File: src/lvid_pkg.sv
// ----------------------------------------------------------------------------
// lvid_pkg
// Shared widths and channel types of the RE8 Voronoi index decoder.
// ----------------------------------------------------------------------------
package lvid_pkg;

   localparam int ORDER_W       = 4;
   localparam int IDX_W         = 8;
   localparam int CODE_W        = 12;
   localparam int LANES         = 8;
   localparam int LANE_IW       = 3;
   // y0 = k7 + 4*k0 + 2*(k1..k6) stays below 17 * 2^IDX_W
   localparam int Y_W           = IDX_W + 5;
   // signed coordinate width (y0 - 2 may go negative)
   localparam int U_W           = Y_W + 1;
   localparam int MAX_ORDER_DEF = 8;

   typedef struct packed {
      logic [ORDER_W-1:0] order;
      logic [IDX_W-1:0]   idx_0;
      logic [IDX_W-1:0]   idx_1;
      logic [IDX_W-1:0]   idx_2;
      logic [IDX_W-1:0]   idx_3;
      logic [IDX_W-1:0]   idx_4;
      logic [IDX_W-1:0]   idx_5;
      logic [IDX_W-1:0]   idx_6;
      logic [IDX_W-1:0]   idx_7;
   } lvid_req_type;

   typedef struct packed {
      logic signed [CODE_W-1:0] code_0;
      logic signed [CODE_W-1:0] code_1;
      logic signed [CODE_W-1:0] code_2;
      logic signed [CODE_W-1:0] code_3;
      logic signed [CODE_W-1:0] code_4;
      logic signed [CODE_W-1:0] code_5;
      logic signed [CODE_W-1:0] code_6;
      logic signed [CODE_W-1:0] code_7;
   } lvid_rsp_type;

endpackage

File: src/lvid_lane.sv
// ----------------------------------------------------------------------------
// lvid_lane
// One coordinate: quotient and remainder by m, then rounding to the nearest
// even integer for the even coset and for the odd coset, with remainders.
// ----------------------------------------------------------------------------
module lvid_lane import lvid_pkg::*; #(
   parameter int SHIFT_W = 4,
   parameter int R_W     = 11
) (
   input  logic [SHIFT_W-1:0]  shift,
   input  logic signed [U_W-1:0] u,
   output logic signed [U_W-1:0] w_even,
   output logic signed [U_W-1:0] w_odd,
   output logic signed [R_W-1:0] rem_even,
   output logic signed [R_W-1:0] rem_odd,
   output logic [R_W-2:0]        mag_even,
   output logic [R_W-2:0]        mag_odd
);

   logic signed [R_W-1:0] m;
   logic [U_W-1:0]        u_abs;
   logic [U_W-1:0]        mask;
   logic [U_W-1:0]        ra_mag;
   logic signed [R_W-1:0] ra;
   logic signed [R_W-1:0] rb;
   logic signed [U_W-1:0] z;
   logic signed [U_W-1:0] x1;
   logic signed [U_W-1:0] x      [2];
   logic signed [U_W-1:0] w      [2];
   logic signed [R_W-1:0] r_pre  [2];
   logic signed [R_W-1:0] r_post [2];
   logic [R_W-2:0]        mag    [2];

   always_comb begin
      m      = R_W'(1) << shift;
      u_abs  = u[U_W-1] ? U_W'(-u) : U_W'(u);
      mask   = ~({U_W{1'b1}} << shift);
      ra_mag = u_abs & mask;
      // truncating remainder: takes the sign of the dividend
      ra     = u[U_W-1] ? -R_W'(ra_mag) : R_W'(ra_mag);
      // floor division
      z      = u >>> shift;

      if (z == '0) begin
         if (ra == '0) begin
            x1 = '1;
            rb = ra;
         end else begin
            x1 = '0;
            rb = ra - m;
         end
      end else begin
         x1 = z - U_W'(1);
         rb = ra;
      end

      x[0]     = z;
      x[1]     = x1;
      r_pre[0] = ra;
      r_pre[1] = rb;

      // odd values round away from zero to the next even value
      for (int c = 0; c < 2; c++) begin
         if (x[c][0]) begin
            if (x[c][U_W-1]) begin
               w[c]      = x[c] - U_W'(1);
               r_post[c] = m - r_pre[c];
            end else begin
               w[c]      = x[c] + U_W'(1);
               r_post[c] = r_pre[c] - m;
            end
         end else begin
            w[c]      = x[c];
            r_post[c] = r_pre[c];
         end
         mag[c] = r_post[c][R_W-1] ? (R_W-1)'(-r_post[c]) : (R_W-1)'(r_post[c]);
      end
   end

   assign w_even   = w[0];
   assign w_odd    = w[1];
   assign rem_even = r_post[0];
   assign rem_odd  = r_post[1];
   assign mag_even = mag[0];
   assign mag_odd  = mag[1];

endmodule

File: config.mk
export PLATFORM = sky130hd
export DESIGN_NAME = lvid_lane
export DESIGN_NICKNAME = d
export VERILOG_FILES = /design/src/lvid_pkg.sv /design/src/lvid_lane.sv
export SDC_FILE = /design/constraint.sdc
export NUM_CORES = 1
export LEC_CHECK = 0
export ABC_AREA = 1
export BUFFER_PORTS_ARGS = -buffer_cell sky130_fd_sc_hd__buf_2
export CAP_MARGIN = 15
export CORE_ASPECT_RATIO = 2
export CORE_UTILIZATION = 55
export DETAILED_ROUTE_END_ITERATION = 10
export PLACE_DENSITY = 0.92
export SYNTH_ARGS = -nofsm -noshare
export SYNTH_HDL_FRONTEND = slang
export SYNTH_SLANG_ARGS = --single-unit
export TNS_END_PERCENT = 20
File: constraint.sdc
create_clock -name vclk -period 7.3
set_clock_uncertainty 0.1 [all_clocks]
set_input_delay 1.46 -clock vclk [all_inputs]
set_output_delay 1.46 -clock vclk [all_outputs]
set_load 0.05 [all_outputs]
==> impl_summary.md, run 1 <==
Synthesis
The area of the mapped netlist is 5630 sq um. The yosys synthesis warning count is 0. The distinct cell type count of the synthesized netlist is 53.

The number of instances in the synthesized netlist is 1,071. The mean cell area of the mapped netlist is 5.26 sq um. After synthesis, flip-flops and latches occupy 0% of the total area.

Outcome
The flow did not finish. It got as far as 5_1_grt and failed there. The tool reported: "[ERROR GRT-0116] Global routing finished with congestion. Check the congestion regions in the DRC Viewer".

Global routing
The largest net degree at the start of global routing is 31. For this run the aggregate overflow at the end of global routing stands at 128. The number of global-route vias before repair is approximately 11,000. The first global-routing pass estimated 56.6 mm of wire. The global-route total usage across every layer is roughly two thirds.

Placed design
Port buffering added 86 buffers. Detailed placement ended at an HPWL of 19.9 mm. The final estimated routing congestion in global placement is approximately 1. The post-placement cell count is between 1,000 and 1,500.

Floorplanning
The number of placement rows is just over 50. The die outline width is 73.5 microns. The die is between 100 and 150 microns tall. Once the floorplan was initialized, standard cells occupied 57.3% of the core.

The count of boundary I/O pins is 88.
==> per-layer routing <==
layer	GRT overflow	global-route usage [%]
met3	0	37.2
met5	0	0
met2	92	92.4
met1	0	65.8
met4	36	73.8
==> timing repair <==
item,CTS
pin swaps,51
resized for setup,107
hold buffers,0
endpoints found under the setup margin,20
setup buffers,15
==> cells by family after synthesis <==
logic type	count (synthesis)	share of synthesized area [%]
compound gates	199	20.4
xor+xnor	50	7.91
fa+ha+maj	58	13.4
buf+inv	197	14.4
other cells	1	0.0666
simple gates	566	43.9
==> through the flow <==
step	util, %	setup slack, ns	instance area [sq um]
global placement	81.4	-0.604	8000
floorplan	-	-0.329	5900
detailed placement	81.4	-0.858	8000
CTS	86.9	-0.294	8540
==> cells in the mapped netlist (all sizes together) <==
master,count,area (sq um)
o21ai,85,437
o31ai,1,7.51
fa,4,80.1
a2111oi,1,8.76
buf,23,155
o211ai,9,67.6
inv,157,589
nand3b,2,15.0
a21boi,2,15.0
xor2,42,375
a21o,2,15.0
nor3,20,139
nand3,101,531
nand2,313,1220
o21a,4,30.0
o221ai,3,26.3
clkinv,1,3.75
o21bai,3,26.3
nand4,8,50.1
and2,1,6.26
a22oi,4,30.0
a211oi,2,15.0
o41ai,1,8.76
conb,1,3.75
nor2,114,463
a31oi,8,50.1
o22ai,6,37.5
or2,7,43.8
a221o,1,10.0
a221oi,6,52.6
a21oi,61,309
xnor2,8,70.1
clkbuf,16,60.1
ha,54,676
==> run 2: changes to the inputs <==
--- a/config.mk
+++ b/config.mk
@@ -8,10 +8,9 @@
 export ABC_AREA = 1
 export BUFFER_PORTS_ARGS = -buffer_cell sky130_fd_sc_hd__buf_2
 export CAP_MARGIN = 15
-export CORE_ASPECT_RATIO = 2
-export CORE_UTILIZATION = 55
+export CORE_UTILIZATION = 40
 export DETAILED_ROUTE_END_ITERATION = 10
-export PLACE_DENSITY = 0.92
+export PLACE_DENSITY_LB_ADDON = 0.15
 export SYNTH_ARGS = -nofsm -noshare
 export SYNTH_HDL_FRONTEND = slang
 export SYNTH_SLANG_ARGS = --single-unit
==> constraint.sdc (replaced) <==
create_clock -name vclk -period 9.5
set_clock_uncertainty 0.1 [all_clocks]
set_input_delay 1.9 -clock vclk [all_inputs]
set_output_delay 1.9 -clock vclk [all_outputs]
set_load 0.05 [all_outputs]
==> impl_summary.md, run 2 <==
Outcome
The flow ran to the end, and the final reports show no timing, DRC or antenna violations.

Finish
In the layout the commonest cells are sky130_fd_sc_hd__nand2_1, sky130_fd_sc_hd__inv_1, sky130_fd_sc_hd__nor2_1. The library cell used most frequently in the layout, excluding fill and tap cells, is sky130_fd_sc_hd__nand2_1. At the end of the flow the core is filled with cells to 47.0%. Compared with the post-synthesis result, the final layout area differs by 12.7%. The post-layout instance area is 6340 sq um. 0 antenna diodes ended up in the layout.

There are 0 flip-flops and latches. The share of post-route cells with drive strength above 1 is 15.2%. Excluding fillers, the count of instances in the completed layout stands at around 1,300.

The layout net count is ~1,200. The layout has 0 clock buffers. The fill cell instance count of the final layout is 1,545. The area taken by flip-flops and latches is 0 sq um.

Synthesis
The area of the mapped netlist is 5630 sq um. The most common cell in the synthesized netlist is sky130_fd_sc_hd__nand2_1. The distinct cell type count of the synthesized netlist is 53. Of the post-synthesis cell area, the dominant cell type holds 20.1%. The commonest cells after synthesis are sky130_fd_sc_hd__nand2_1, sky130_fd_sc_hd__inv_1, sky130_fd_sc_hd__nor2_1. Yosys printed 0 warnings. Summing the sequential cell areas from Yosys gives 0% of the chip area. By area the synthesized netlist is led by sky130_fd_sc_hd__nand2_1, sky130_fd_sc_hd__ha_1, sky130_fd_sc_hd__inv_1, sky130_fd_sc_hd__nand3_1, sky130_fd_sc_hd__nor2_1. The number of instances in the synthesized netlist is 1,071. The largest total area in the synthesized netlist belongs to sky130_fd_sc_hd__nand2_1. After synthesis, the mean cell area works out to 5.26 sq um.

STA
After layout, the worst path uses 94.7% of the clock period. The number of endpoints with negative hold slack in the final report is 0. Setup violations remaining at the end of the flow were counted as 0. Setup repair after global routing left no endpoint under its margin. Counting I/O delays and the setup requirement, the final critical path takes 8.99 ns.

The final-layout setup total negative slack is 0 ns. The pin slew with the least headroom to its limit is a little under 0.7 ns. The worst slew margin relative to its limit is 53.3%. The smallest setup slack after layout is 0.507 ns. Derived from the worst setup path, the maximum achievable clock frequency is 111 MHz. The max-slew violation count is 0.

Hold timing on the final database bottoms out at a slack of 4.17 ns.

Pwr
The fraction of power consumed by the clock network is 0%. The standby leakage power is 3.53 nW. The power per unit of standard cell area is 145 nW/um^2. The sequential share of power is 0%.

Net switching is 73.5% of the power. The total power of the final layout is approximately 900 uW. Across the VDD grid, the largest voltage drop is about 0.00008 V.

For this design the total switching power over the nets is between 600 and 700 uW. The design internal power is 244 uW. The combinational power share is 100.0%.

Global routing
The number of antenna violations at the first check in global routing is 0. The number of global-route vias before repair was a little over 6,000. The first global-routing pass estimated around 30 mm of wire.

The global-route congestion overflow total is 0. Entering global routing, the biggest net connects 31 pins. Global routing used 24.1% of the available tracks.

Placed design
The congestion estimate from routability-driven global placement came to 0.942. The count of buffers inserted at the top-level ports is 86. Counting tap cells, the placed design contains a total of 1,313 instances. The half-perimeter wire length after placement is 14.6 mm.

The pre-CTS worst setup slack is approximately 0.19 ns. The placed instances occupy a cell area of 6200 sq um.

Worst setup path
The dominant cell type by count on the critical path is sky130_fd_sc_hd__nand2_1. The worst setup path is captured at an output port. The startpoint type of the worst setup path is an input port.

The endpoint arrival time on the critical path is ~7 ns. The stage delay of the slowest cell on the critical path is 0.35 ns. For the worst setup path, the data required time is ~7.5 ns. The startpoint-to-endpoint class of the critical path is in -> out. The slowest stage cell on the critical path is sky130_fd_sc_hd__or2_2.

Of all nets on the critical path, the largest fanout is 7.

Floorplanning
88 I/O pins were placed. The die is 121 microns tall. The die outline width is 121 microns. The overall die area is ~15,000 sq um. The core box area is 13,500 sq um.

For this configuration, the core starts out at a cell density of 41.7%. The number of placement rows is 42.

Detailed routing
For this block, the initial DRC count from the detailed router was around 380. Once detail routing completed, the nets flagged for antenna violations numbered 0. The number of search-and-repair iterations in the first detailed-routing pass is 6. For this run, design rule violations remaining after detail routing come to 0. The detailed-route vias per instance is between 5 and 6.

The average wire per cell in the routed design is 13.4 microns. The sum of routed wire length over all layers is 17.6 mm. The via total after detailed routing is 6,959.

Hold path
The path class of the tightest hold or removal check is in -> out.

Clocking
After clock tree synthesis, the flow added hold-fix buffers numbering 0.

Flow run
Max-cap violations in this run came to 0.
run 2: cell counts after synthesis:
No cell type changed its count.
run 2: what timing repair did:
| action | 4_1_cts | 5_1_grt |
|---|---|---|
| setup buffers | 0 | 3 |
| setup endpoints to repair | 0 | 12 |
| resized for setup | 0 | 35 |
run 2: power by group through the flow:
stage / logic (mW) / registers (mW) / clock network (mW)
2_1_floorplan: 0.717 / 0 / 0
3_3_place_gp: 0.896 / 0 / 0
3_5_place_dp: 0.896 / 0 / 0
4_1_cts: 0.899 / 0 / 0
5_1_grt: 1.00 / 0 / 0
6_report: 0.919 / 0 / 0
run 2: kinds of logic (layout without fill, tap and decap cells):
logic type / after synthesis / in the layout / synth area share [%]
simple gates: 566 / 566 / 43.9
fa+ha+maj: 58 / 58 / 13.4
other cells: 1 / 2 / 0.0666
compound gates: 199 / 199 / 20.4
buf+inv: 197 / 265 / 14.4
xor+xnor: 50 / 50 / 7.91
run 2: area by class of cell:
type,count,area (sq um),share of cell area (%)
inverters,158,596,9.39
repair buffers,107,607,9.57
well taps,176,220,3.47
multi-input cells,875,4920,77.6
run 2: final timing paths:
kind	startpoint	to	cells past startpoint
worst max-delay path	u[1]	mag_odd[4]	36
worst min-delay path	u[0]	rem_even[0]	3
run 2: worst max-delay path, delay by kind of cell:
kind                       cells  cell delay (ns)
buffers and inverters          5             0.52
and+or+nand+nor               18             1.99
AOI/OAI and AO/OA              6             0.88
xor gates and xnor gates       3             0.56
adders and majority gates      4             1.14
run 2: per-layer routing:
metal	part of all wire, %	vias to the layer above	routed length (microns)	GRT usage, %
li1	-	3605	-	-
met3	5.8	20	1020	0.236
met5	0	-	0	0
met2	46	212	8200	42.5
met4	1.2	0	218	2.93
met1	47	3122	8210	33.5
Power figures use the tool's default switching activity.
