## src/lvid_pkg.sv

```systemverilog
// ----------------------------------------------------------------------------
// lvid_pkg
// Shared widths and channel types of the RE8 Voronoi index decoder.
// ----------------------------------------------------------------------------
package lvid_pkg;

   localparam int ORDER_W       = 4;
   localparam int IDX_W         = 8;
   localparam int CODE_W        = 12;
   localparam int LANES         = 8;
   localparam int LANE_IW       = 3;
   // y0 = k7 + 4*k0 + 2*(k1..k6) stays below 17 * 2^IDX_W
   localparam int Y_W           = IDX_W + 5;
   // signed coordinate width (y0 - 2 may go negative)
   localparam int U_W           = Y_W + 1;
   localparam int MAX_ORDER_DEF = 8;

   typedef struct packed {
      logic [ORDER_W-1:0] order;
      logic [IDX_W-1:0]   idx_0;
      logic [IDX_W-1:0]   idx_1;
      logic [IDX_W-1:0]   idx_2;
      logic [IDX_W-1:0]   idx_3;
      logic [IDX_W-1:0]   idx_4;
      logic [IDX_W-1:0]   idx_5;
      logic [IDX_W-1:0]   idx_6;
      logic [IDX_W-1:0]   idx_7;
   } lvid_req_type;

   typedef struct packed {
      logic signed [CODE_W-1:0] code_0;
      logic signed [CODE_W-1:0] code_1;
      logic signed [CODE_W-1:0] code_2;
      logic signed [CODE_W-1:0] code_3;
      logic signed [CODE_W-1:0] code_4;
      logic signed [CODE_W-1:0] code_5;
      logic signed [CODE_W-1:0] code_6;
      logic signed [CODE_W-1:0] code_7;
   } lvid_rsp_type;

endpackage

```

## src/lvid_parity.sv

```systemverilog
// ----------------------------------------------------------------------------
// lvid_parity
// Merge of the eight lanes for one coset: checks the sum modulo 4 and moves
// the first entry with the largest remainder magnitude by two.
// ----------------------------------------------------------------------------
module lvid_parity import lvid_pkg::*; #(
   parameter int SHIFT_W = 4,
   parameter int R_W     = 11
) (
   input  logic [SHIFT_W-1:0]    shift,
   input  logic signed [U_W-1:0] w       [LANES],
   input  logic signed [R_W-1:0] rem     [LANES],
   input  logic [R_W-2:0]        mag     [LANES],
   output logic signed [U_W-1:0] w_fix   [LANES],
   output logic signed [R_W-1:0] rem_fix [LANES]
);

   logic signed [R_W-1:0] m2;
   logic                  odd_sum;
   logic [R_W-2:0]        l1_mag [4];
   logic [LANE_IW-1:0]    l1_idx [4];
   logic [R_W-2:0]        l2_mag [2];
   logic [LANE_IW-1:0]    l2_idx [2];
   logic [LANE_IW-1:0]    sel;

   always_comb begin
      m2      = R_W'(2) << shift;
      odd_sum = 1'b0;
      for (int i = 0; i < LANES; i++) begin
         odd_sum = odd_sum ^ w[i][1];
      end

      // the right side wins only when strictly larger: keeps the first maximum
      for (int i = 0; i < 4; i++) begin
         if (mag[2*i+1] > mag[2*i]) begin
            l1_mag[i] = mag[2*i+1];
            l1_idx[i] = LANE_IW'(2*i+1);
         end else begin
            l1_mag[i] = mag[2*i];
            l1_idx[i] = LANE_IW'(2*i);
         end
      end
      for (int i = 0; i < 2; i++) begin
         if (l1_mag[2*i+1] > l1_mag[2*i]) begin
            l2_mag[i] = l1_mag[2*i+1];
            l2_idx[i] = l1_idx[2*i+1];
         end else begin
            l2_mag[i] = l1_mag[2*i];
            l2_idx[i] = l1_idx[2*i];
         end
      end
      sel = (l2_mag[1] > l2_mag[0]) ? l2_idx[1] : l2_idx[0];

      for (int i = 0; i < LANES; i++) begin
         w_fix[i]   = w[i];
         rem_fix[i] = rem[i];
         if (odd_sum && (LANE_IW'(i) == sel)) begin
            if (rem[i][R_W-1]) begin
               w_fix[i]   = w[i] - U_W'(2);
               rem_fix[i] = rem[i] + m2;
            end else begin
               w_fix[i]   = w[i] + U_W'(2);
               rem_fix[i] = rem[i] - m2;
            end
         end
      end
   end

endmodule

```

## config.mk

```make
export PLATFORM = sky130hd
export DESIGN_NAME = lvid_parity
export DESIGN_NICKNAME = d
export VERILOG_FILES = /design/src/lvid_pkg.sv /design/src/lvid_parity.sv
export SDC_FILE = /design/constraint.sdc
export NUM_CORES = 1
export LEC_CHECK = 0
export BUFFER_PORTS_ARGS = -buffer_cell sky130_fd_sc_hd__buf_2
export CORE_MARGIN = 3
export CORE_UTILIZATION = 30
export DETAILED_ROUTE_END_ITERATION = 8
export MAX_ROUTING_LAYER = met4
export PLACE_DENSITY_LB_ADDON = 0.08
export SLEW_MARGIN = 20
export SYNTH_ARGS = -nofsm -noshare
export SYNTH_HDL_FRONTEND = slang
export SYNTH_SLANG_ARGS = --single-unit
```

## constraint.sdc

```tcl
create_clock -name vclk -period 7.5
set_input_delay 0.375 -clock vclk [all_inputs]
set_output_delay 0.375 -clock vclk [all_outputs]
set_load 0.01 [all_outputs]
```

==> results of run 1 <==
-- cells in the mapped netlist (22+ instances only) --
cell type and number:
mux2_2 84, or3_1 22, mux2i_1 26, a21o_1 32, nor2_1 152, ha_1 231, a21oi_1 163, xor2_1 78
nand3_1 22, nor2b_1 32, o21a_1 32, inv_1 95, xnor2_1 94, o21ai_0 156, clkbuf_1 31, nor3_1 46
nand2_1 132
-- worst max-delay path, stage by stage --
cell and delay (ps):
buf_2 90, inv_1 50, ha_1 280, nand4_1 120, nor3_1 270, a211oi_1 110
a32oi_1 210, buf_4 220, nor2_1 50, a21oi_1 210, inv_1 90, ha_1 290
nand4_1 130, nor3_1 290, a211oi_1 130, a32oi_1 220, buf_4 220, mux2i_1 280
ha_1 300, a21oi_1 160, o21ai_1 90, a2111o_1 470, a21oi_1 370, and3_1 270
buf_4 350, mux2_2 400, buf_2 150
-- power by group through the flow --
stage / Clock, mW / Sequential (mW) / Combinational, mW
2_1_floorplan: 0 / 0 / 1.10
3_3_place_gp: 0 / 0 / 1.64
3_5_place_dp: 0 / 0 / 1.65
4_1_cts: 0 / 0 / 1.66
5_1_grt: 0.000000143 / 0 / 1.84
6_report: 0.000000143 / 0 / 1.65
-- path summary, 6_finish.rpt --
path / start / to / slack [ps] / depth (start not counted)
worst max-delay path: mag[18] / rem_fix[72] / 910 / 27
worst min-delay path: rem[22] / rem_fix[22] / 750 / 0
-- routing by layer --
layer	global-route usage	vias to the layer above
met2	0.370	314
li1	-	6959
met5	-	-
met3	0.0282	18
met4	0.0176	0
met1	0.269	6067
-- cell type report --
type	instances	area share
timing repair buffer	477	0.164
inverter	95	0.0239
multi-input combinational	1523	0.766
antenna	8	0.00134
tap	525	0.0440
-- cells by family after synthesis --
group	after synthesis
AOI/OAI and AO/OA	505
xor gates and xnor gates	173
muxes	114
buffers and inverters	168
and+or+nand+nor	484
adders and majority gates	247
-- per-stage QoR --
stage / std cells / utilization / power, mW
floorplan: 1691 / - / 1.10
global placement: 2620 / 0.374 / 1.64
detailed placement: 2620 / 0.374 / 1.65
CTS: 2620 / 0.374 / 1.66
global route: 2628 / 0.375 / 1.84
finish: 2628 / 0.375 / 1.65
==> key figures, run 1 <==
Synthesis
  • Yosys top cell area share: 0.238
  • Mean post-synth cell area: 7.17 µm²
  • Multiplexer share of the synthesized area: 0.103
  • Synth cell types: 63
  • Synthesized netlist cell count: 1,691
  • Leading area contributor after synthesis: ha_1
  • Synth Area in Simple Gates: 0.189
  • Fraction of the mapped netlist area in adder cells: 0.265
  • Yosys warns: 0
  • Post-synthesis xor/xnor area fraction: 0.126
  • Largest family of logic cells by synthesized area: adder cells
  • Area contributors post-synth: ha_1 24%, mux2_2 7.8%, xnor2_1 6.8%
  • Synth Area in Compound Gates: 0.257
  • Netlist Area Pre-Place: 12,100 µm²
  • Seq/Total Area, Yosys: 0
  • Synth Net Count: 2,222

Cells and area
  • Seq cells: 0
  • # nets final: 2,628
  • Storage element area: 0 µm²
  • CLK BUF: 0
  • Area of the multi-input gates: 11,400 µm²
  • Share of cells above drive strength 1: 0.283
  • Commonest non-fill, non-tap cells in the layout: 452 x buf_2, 231 x ha_1, 163 x a21oi_1, 155 x o21ai_0, 150 x nor2_1
  • Filler cells: 4,372
  • Most common cell after layout, fill and taps aside: buf_2
  • Fin area: 14,900 µm²
  • Synth-to-Final Area Change: 23.0%

Timing
  • Worst-Margin Slew: 941 ps
  • Final worst slack: 906 ps
  • Max Fclk: 0.152 GHz
  • Setup TNS: 0 ps
  • Hold Vio Cnt, Final: 0
  • Fin. max-slew vios: 0
  • RSZ-0062 raised after global routing: no
  • # setup viols final: 0
  • Period utilisation layout: 0.879
  • Tmin final: 6590 ps
  • Relative slew slack: 0.372
  • Hold slack final: 750 ps

Placement
  • Post-placement cell area: 14,900 µm²
  • Buffers added on ports: 452
  • Post-Place Worst Slack: 920 ps
  • Placer congestion estimate: 0.860
  • DP HPWL: 40.1 mm

Hold path
  • Worst Hold Class: in -> out

Outcome
  • Status: finished, final reports clean

Detailed routing
  • Routed len/inst: 18.0 µm
  • Vias post-DR: 13,400
  • Routed WL: 47.2 mm
  • Remaining DRCs: 0
  • Met1 Routed Length: 21.5 mm
  • Vias per cell: 5.08
  • First-pass DRT Iterations: 5
  • Antenna viol nets, final: 0
  • Detailed Route Iter0 Violations: 508
  • WL met2: 22.9 mm
  • Top layer in use: met4
  • DR WL met3: 2.43 mm

Setup path
  • Arrival time of the worst setup path: 6220 ps
  • Setup CP Type: in -> out
  • Worst setup SP type: input port
  • Worst EP required: 7120 ps
  • CP endpoint kind: output pin
  • Worst-path fanout max: 28

Clock tree
  • Post-CTS resize count: 0
  • Hold_buf cts: 0
  • Setup Buffers After CTS: 0

Power and ir drop
  • Cell Pwr Density: 110 nW/µm²
  • Fraction of power spent switching nets: 0.566
  • Sequential power share: 0
  • Clock share of power: 0
  • Pint: 0.715 mW
  • P_sw: 0.932 mW
  • Maximum vdd ir drop: 0.0000485 V
  • LEAKAGE: 7.54 nW
  • Power share of the combinational group: 1.000

Global route
  • Initial antenna violation count: 9
  • Total track usage: 0.211
  • Vias in the first global route: 13,100
  • Largest net degree at the start of global routing: 42
  • Grt total ovfl: 0
  • Global-route wire length before repair: 72.2 mm

Floorplanning
  • Die H: 207 µm
  • Site Rows: 73
  • Area of the core: 39,800 µm²
  • DIE AREA: 42,900 µm²
  • Die width: 207 µm
  • Initial Utilization: 0.304
  • Number of I/O pins: 484

Run
  • Max-Cap Viols: 0
No activity file was read; power rests on OpenSTA's default activity.
==> run 2: changes to the inputs <==
CORE_MARGIN = 5   (was 3)
==> run 2 against run 1 <==
  * Sequential share of layout area is the same
  * Die area grew 3.9%
  * Combinational power is essentially flat
  * Final cell count shrank 0.11%
  * Design area shrank 0.14%
  * Setup slack lost 43 ps
  * Routed wire length grew 0.85%
  * Global-route usage shrank 0.59 points
  * Via count grew 0.31%
  * Critical path type unchanged
  * Largest power group unchanged
==> key figures, run 2 (synthesis gave the netlist of run 1 again) <==
Placement
  • Placer congestion estimate: 0.863
  • Buffers added on ports: 452
  • DP HPWL: 40.7 mm

Floorplanning
  • DIE AREA: 44,500 µm²
  • Site Rows: 73
  • Initial Utilization: 0.304
  • Area of the core: 39,800 µm²
  • Die width: 211 µm
  • Die H: 211 µm
  • Number of I/O pins: 484

Setup path
  • CP endpoint kind: output pin
  • Arrival time of the worst setup path: 6260 ps
  • Setup CP Type: in -> out
  • Worst EP required: 7120 ps
  • Worst setup SP type: input port
  • Worst-path fanout max: 20

Hold path
  • Worst hold start: rem[55]
  • Hold EP: rem_fix[55]
  • Hold path depth: 0
  • Worst Hold Class: in -> out

Power and ir drop
  • Maximum vdd ir drop: 0.0000462 V
  • Cell Pwr Density: 110 nW/µm²
  • Pint: 0.711 mW
  • Fraction of power spent switching nets: 0.566
  • P_sw: 0.929 mW
  • Power share of the combinational group: 1.000
  • LEAKAGE: 7.52 nW
  • Clock share of power: 0
  • Sequential power share: 0

Timing
  • Tmin final: 6640 ps
  • Fin. max-slew vios: 0
  • RSZ-0062 raised after global routing: no
  • Max Fclk: 0.151 GHz
  • Relative slew slack: 0.354
  • Worst-Margin Slew: 962 ps
  • Period utilisation layout: 0.885
  • Setup TNS: 0 ps
  • Hold Vio Cnt, Final: 0
  • # setup viols final: 0

Clock tree
  • Post-CTS resize count: 0
  • Setup Buffers After CTS: 0
  • Hold_buf cts: 0

Detailed routing
  • Remaining DRCs: 0
  • Routed WL: 47.6 mm
  • Antenna viol nets, final: 0
  • Vias per cell: 5.10
  • Vias post-DR: 13,400
  • Detailed Route Iter0 Violations: 550
  • First-pass DRT Iterations: 5
  • Routed len/inst: 18.1 µm

Global route
  • Vias in the first global route: 13,300
  • Global-route wire length before repair: 72.4 mm
  • Total track usage: 0.205
  • Largest net degree at the start of global routing: 42
  • Initial antenna violation count: 9
  • Grt total ovfl: 0

Cells and area
  • Most common cell after layout, fill and taps aside: buf_2
  • Final core occ: 0.374
  • Filler cells: 4,373
  • # nets final: 2,624
  • Synth-to-Final Area Change: 22.9%
  • Share of cells above drive strength 1: 0.282
  • Seq cells: 0
  • CLK BUF: 0
  • Storage element area: 0 µm²
  • Commonest non-fill, non-tap cells in the layout: 452 x buf_2, 231 x ha_1, 163 x a21oi_1, 155 x o21ai_0, 150 x nor2_1

Run
  • Max-Cap Viols: 0

Outcome
  • Status: finished, final reports clean
[run 2: cell types whose count changed in the layout (fill, tap and decap cells not counted), sizes merged]
cell   change
diode      +1
buf        -4
[run 2: how the worst max path moves through the flow]
stage / startpoint / end / slack, ps / depth (start not counted)
after floorplan: mag[19] / rem_fix[75] / 1210 / 27
final: mag[79] / w_fix[83] / 860 / 25
after CTS: mag[79] / w_fix[83] / 860 / 25
after detailed placement: mag[79] / w_fix[83] / 870 / 25
after global routing: mag[79] / w_fix[83] / 430 / 25
after global placement: mag[79] / w_fix[83] / 990 / 25
[run 2: final cells by class]
cell class | instances | area (µm²) | area share
Timing Repair Buffer | 473 | 2420 | 0.162
Tap cell | 525 | 657 | 0.0441
Multi-Input combinational cell | 1523 | 11400 | 0.768
Antenna cell | 9 | 22.5 | 0.00151
Inverter | 95 | 357 | 0.0239
[run 2: critical path, stage by stage]
cell and delay, ps:
buf_2 90, inv_1 40, ha_1 280, nand4_1 160
nor3_1 270, o21ai_0 150, a31oi_2 400, buf_4 290
mux2i_1 330, ha_1 200, nand4_1 120, nor3_1 250
and3_1 210, a31o_2 350, o21ai_0 190, ha_1 340
a21oi_1 150, o21ai_1 80, a2111o_1 490, a21o_1 250
a211oi_4 250, buf_4 310, or4b_1 450, nand3b_1 90
buf_2 130
[run 2: stage by stage]
stage               power [mW]  instance area (µm²)  std cells  hold slack [ps]  setup WS, ps
floorplan                 1.10                12100       1691              830          1210
global placement          1.64                14900       2616              750           991
detailed placement        1.65                14900       2616              750           868
CTS                       1.66                14900       2616              750           862
global route              1.83                14900       2625              750           434
finish                    1.64                14900       2625              750           863
[run 2: routing by layer]
metal,vias to the layer above,wire [µm],track usage
li1,6945,-,-
met1,6082,21400,0.254
met2,342,23100,0.365
met3,30,2510,0.0263
met4,0,604,0.0264
met5,-,0,-
[run 2: power by group through the flow]
stage	clock network (mW)	registers, mW	logic (mW)
global placement	0	0	1.64
floorplan	0	0	1.10
detailed placement	0	0	1.65
finish	0.000000161	0	1.64
global route	0.000000161	0	1.83
CTS	0	0	1.66
==> run 3: changes to the inputs <==
BUFFER_PORTS_ARGS = default   (was -buffer_cell sky130_fd_sc_hd__buf_2)
DONT_BUFFER_PORTS = 1   (was default)
==> run 3 against run 2 <==
  * Total power decreased by 15%
  * Die area unchanged
  * Combinational power decreased by 15%
  * Count of clock-buffer cells in the layout unchanged
  * Non-clock buffer count decreased by 437
  * Flip-flop and latch count unchanged
  * Worst hold slack about the same
  * Largest cell class unchanged
  * Largest power group unchanged
==> key figures, run 3 (synthesis gave the netlist of run 1 again) <==
Power and ir drop
  • Cell Pwr Density: 109 nW/µm²
  • LEAKAGE: 5.82 nW
  • Maximum vdd ir drop: 0.0000425 V
  • Power consumption: 1.39 mW

Floorplanning
  • Die width: 211 µm
  • Site Rows: 73
  • DIE AREA: 44,500 µm²
  • Number of I/O pins: 484
  • Area of the core: 39,800 µm²
  • Die H: 211 µm
  • Initial Utilization: 0.304

Detailed routing
  • Detailed Route Iter0 Violations: 548
  • First-pass DRT Iterations: 5
  • Vias per cell: 5.39
  • Remaining DRCs: 0
  • Routed WL: 46.3 mm
  • Vias post-DR: 11,700
  • Routed len/inst: 21.2 µm
  • Antenna viol nets, final: 0

Cells and area
  • Storage element area: 0 µm²
  • Share of cells above drive strength 1: 0.0925
  • Area of the multi-input gates: 11,400 µm²
  • # diodes: 0
  • # nets final: 2,187
  • Final core occ: 0.320
  • Most common cell after layout, fill and taps aside: ha_1
  • Synth-to-Final Area Change: 4.99%
  • Filler cells: 4,408
  • CLK BUF: 0
  • Seq cells: 0
  • Commonest non-fill, non-tap cells in the layout: 231 x ha_1, 163 x a21oi_1, 155 x o21ai_0, 150 x nor2_1, 132 x nand2_1

Timing
  • Worst-Margin Slew: 1010 ps
  • Max Fclk: 0.151 GHz
  • Tmin final: 6610 ps
  • Fin. max-slew vios: 0
  • Setup TNS: 0 ps
  • Hold Vio Cnt, Final: 0
  • # setup viols final: 0
  • Period utilisation layout: 0.882
  • Final worst slack: 888 ps
  • Hold slack final: 750 ps
  • RSZ-0062 raised after global routing: no
  • Relative slew slack: 0.322

Hold path
  • Hold path depth: 0
  • Worst hold start: w[42]
  • Hold EP: w_fix[42]
  • Worst Hold Class: in -> out

Global route
  • Vias in the first global route: 11,800
  • Global-route wire length before repair: 69.5 mm
  • Grt total ovfl: 0
  • Initial antenna violation count: 0
  • Total track usage: 0.200
  • Largest net degree at the start of global routing: 42

Clock tree
  • Hold_buf cts: 0
  • Setup Buffers After CTS: 0
  • Post-CTS resize count: 0

Setup path
  • Critical path buffers and inverters: 5
  • Worst EP required: 7120 ps
  • CP top delay family: compound AO/OA/AOI/OAI gates
  • Setup CP Type: in -> out
  • Arrival time of the worst setup path: 6240 ps
  • CP endpoint kind: output pin
  • CP peak stage delay: 420 ps
  • Worst setup SP type: input port
  • Worst-path fanout max: 28
  • Slowest CP cell: mux2_2

Placement
  • DP HPWL: 39.5 mm
  • Placer congestion estimate: 0.862
  • Buffers added on ports: 0
  • Post-Place Worst Slack: 841 ps

Outcome
  • Status: finished, final reports clean

Run
  • Max-Cap Viols: 0
## run 3: cell types whose count changed in the layout (fill, tap and decap cells not counted)
| cell | previous run | this run |
|---|---|---|
| buf_2 | 452 | 0 |
| buf_4 | 21 | 36 |
| diode_2 | 9 | 0 |
| nand3_1 | 22 | 21 |
| nand3_2 | 0 | 1 |
## run 3: cell type report
type	count	share of cell area
inverter	95	0.0280
multi-input combinational	1523	0.899
tap	525	0.0516
timing repair buffer	36	0.0212
## run 3: where the power goes
part / internal (mW) / switching, mW / total, mW
clock network: 0 / 0 / 0
logic: 0.569 / 0.822 / 1.39
registers: 0 / 0 / 0
## run 3: how the worst max path moves through the flow
| stage | start | endpoint | slack [ps] | cells past startpoint |
|---|---|---|---|---|
| 6_report | mag[17] | rem_fix[74] | 890 | 25 |
| 5_1_grt | mag[17] | w_fix[96] | 330 | 27 |
| 4_1_cts | mag[19] | w_fix[96] | 850 | 27 |
| 3_5_place_dp | mag[19] | w_fix[96] | 840 | 27 |
| 3_3_place_gp | mag[19] | rem_fix[75] | 880 | 25 |
| 2_1_floorplan | mag[19] | rem_fix[75] | 1210 | 27 |
## run 3: per-stage QoR
stage / cells / area (µm²)
final: 2179 / 12700
after global routing: 2179 / 12700
after CTS: 2179 / 12700
after detailed placement: 2179 / 12700
after global placement: 2179 / 12700
after floorplan: 1691 / 12100
## run 3: per-layer routing
layer,routed length (µm),track usage
met1,19900,0.243
met2,22900,0.357
met3,3050,0.0386
met4,503,0.0177
met5,0,-
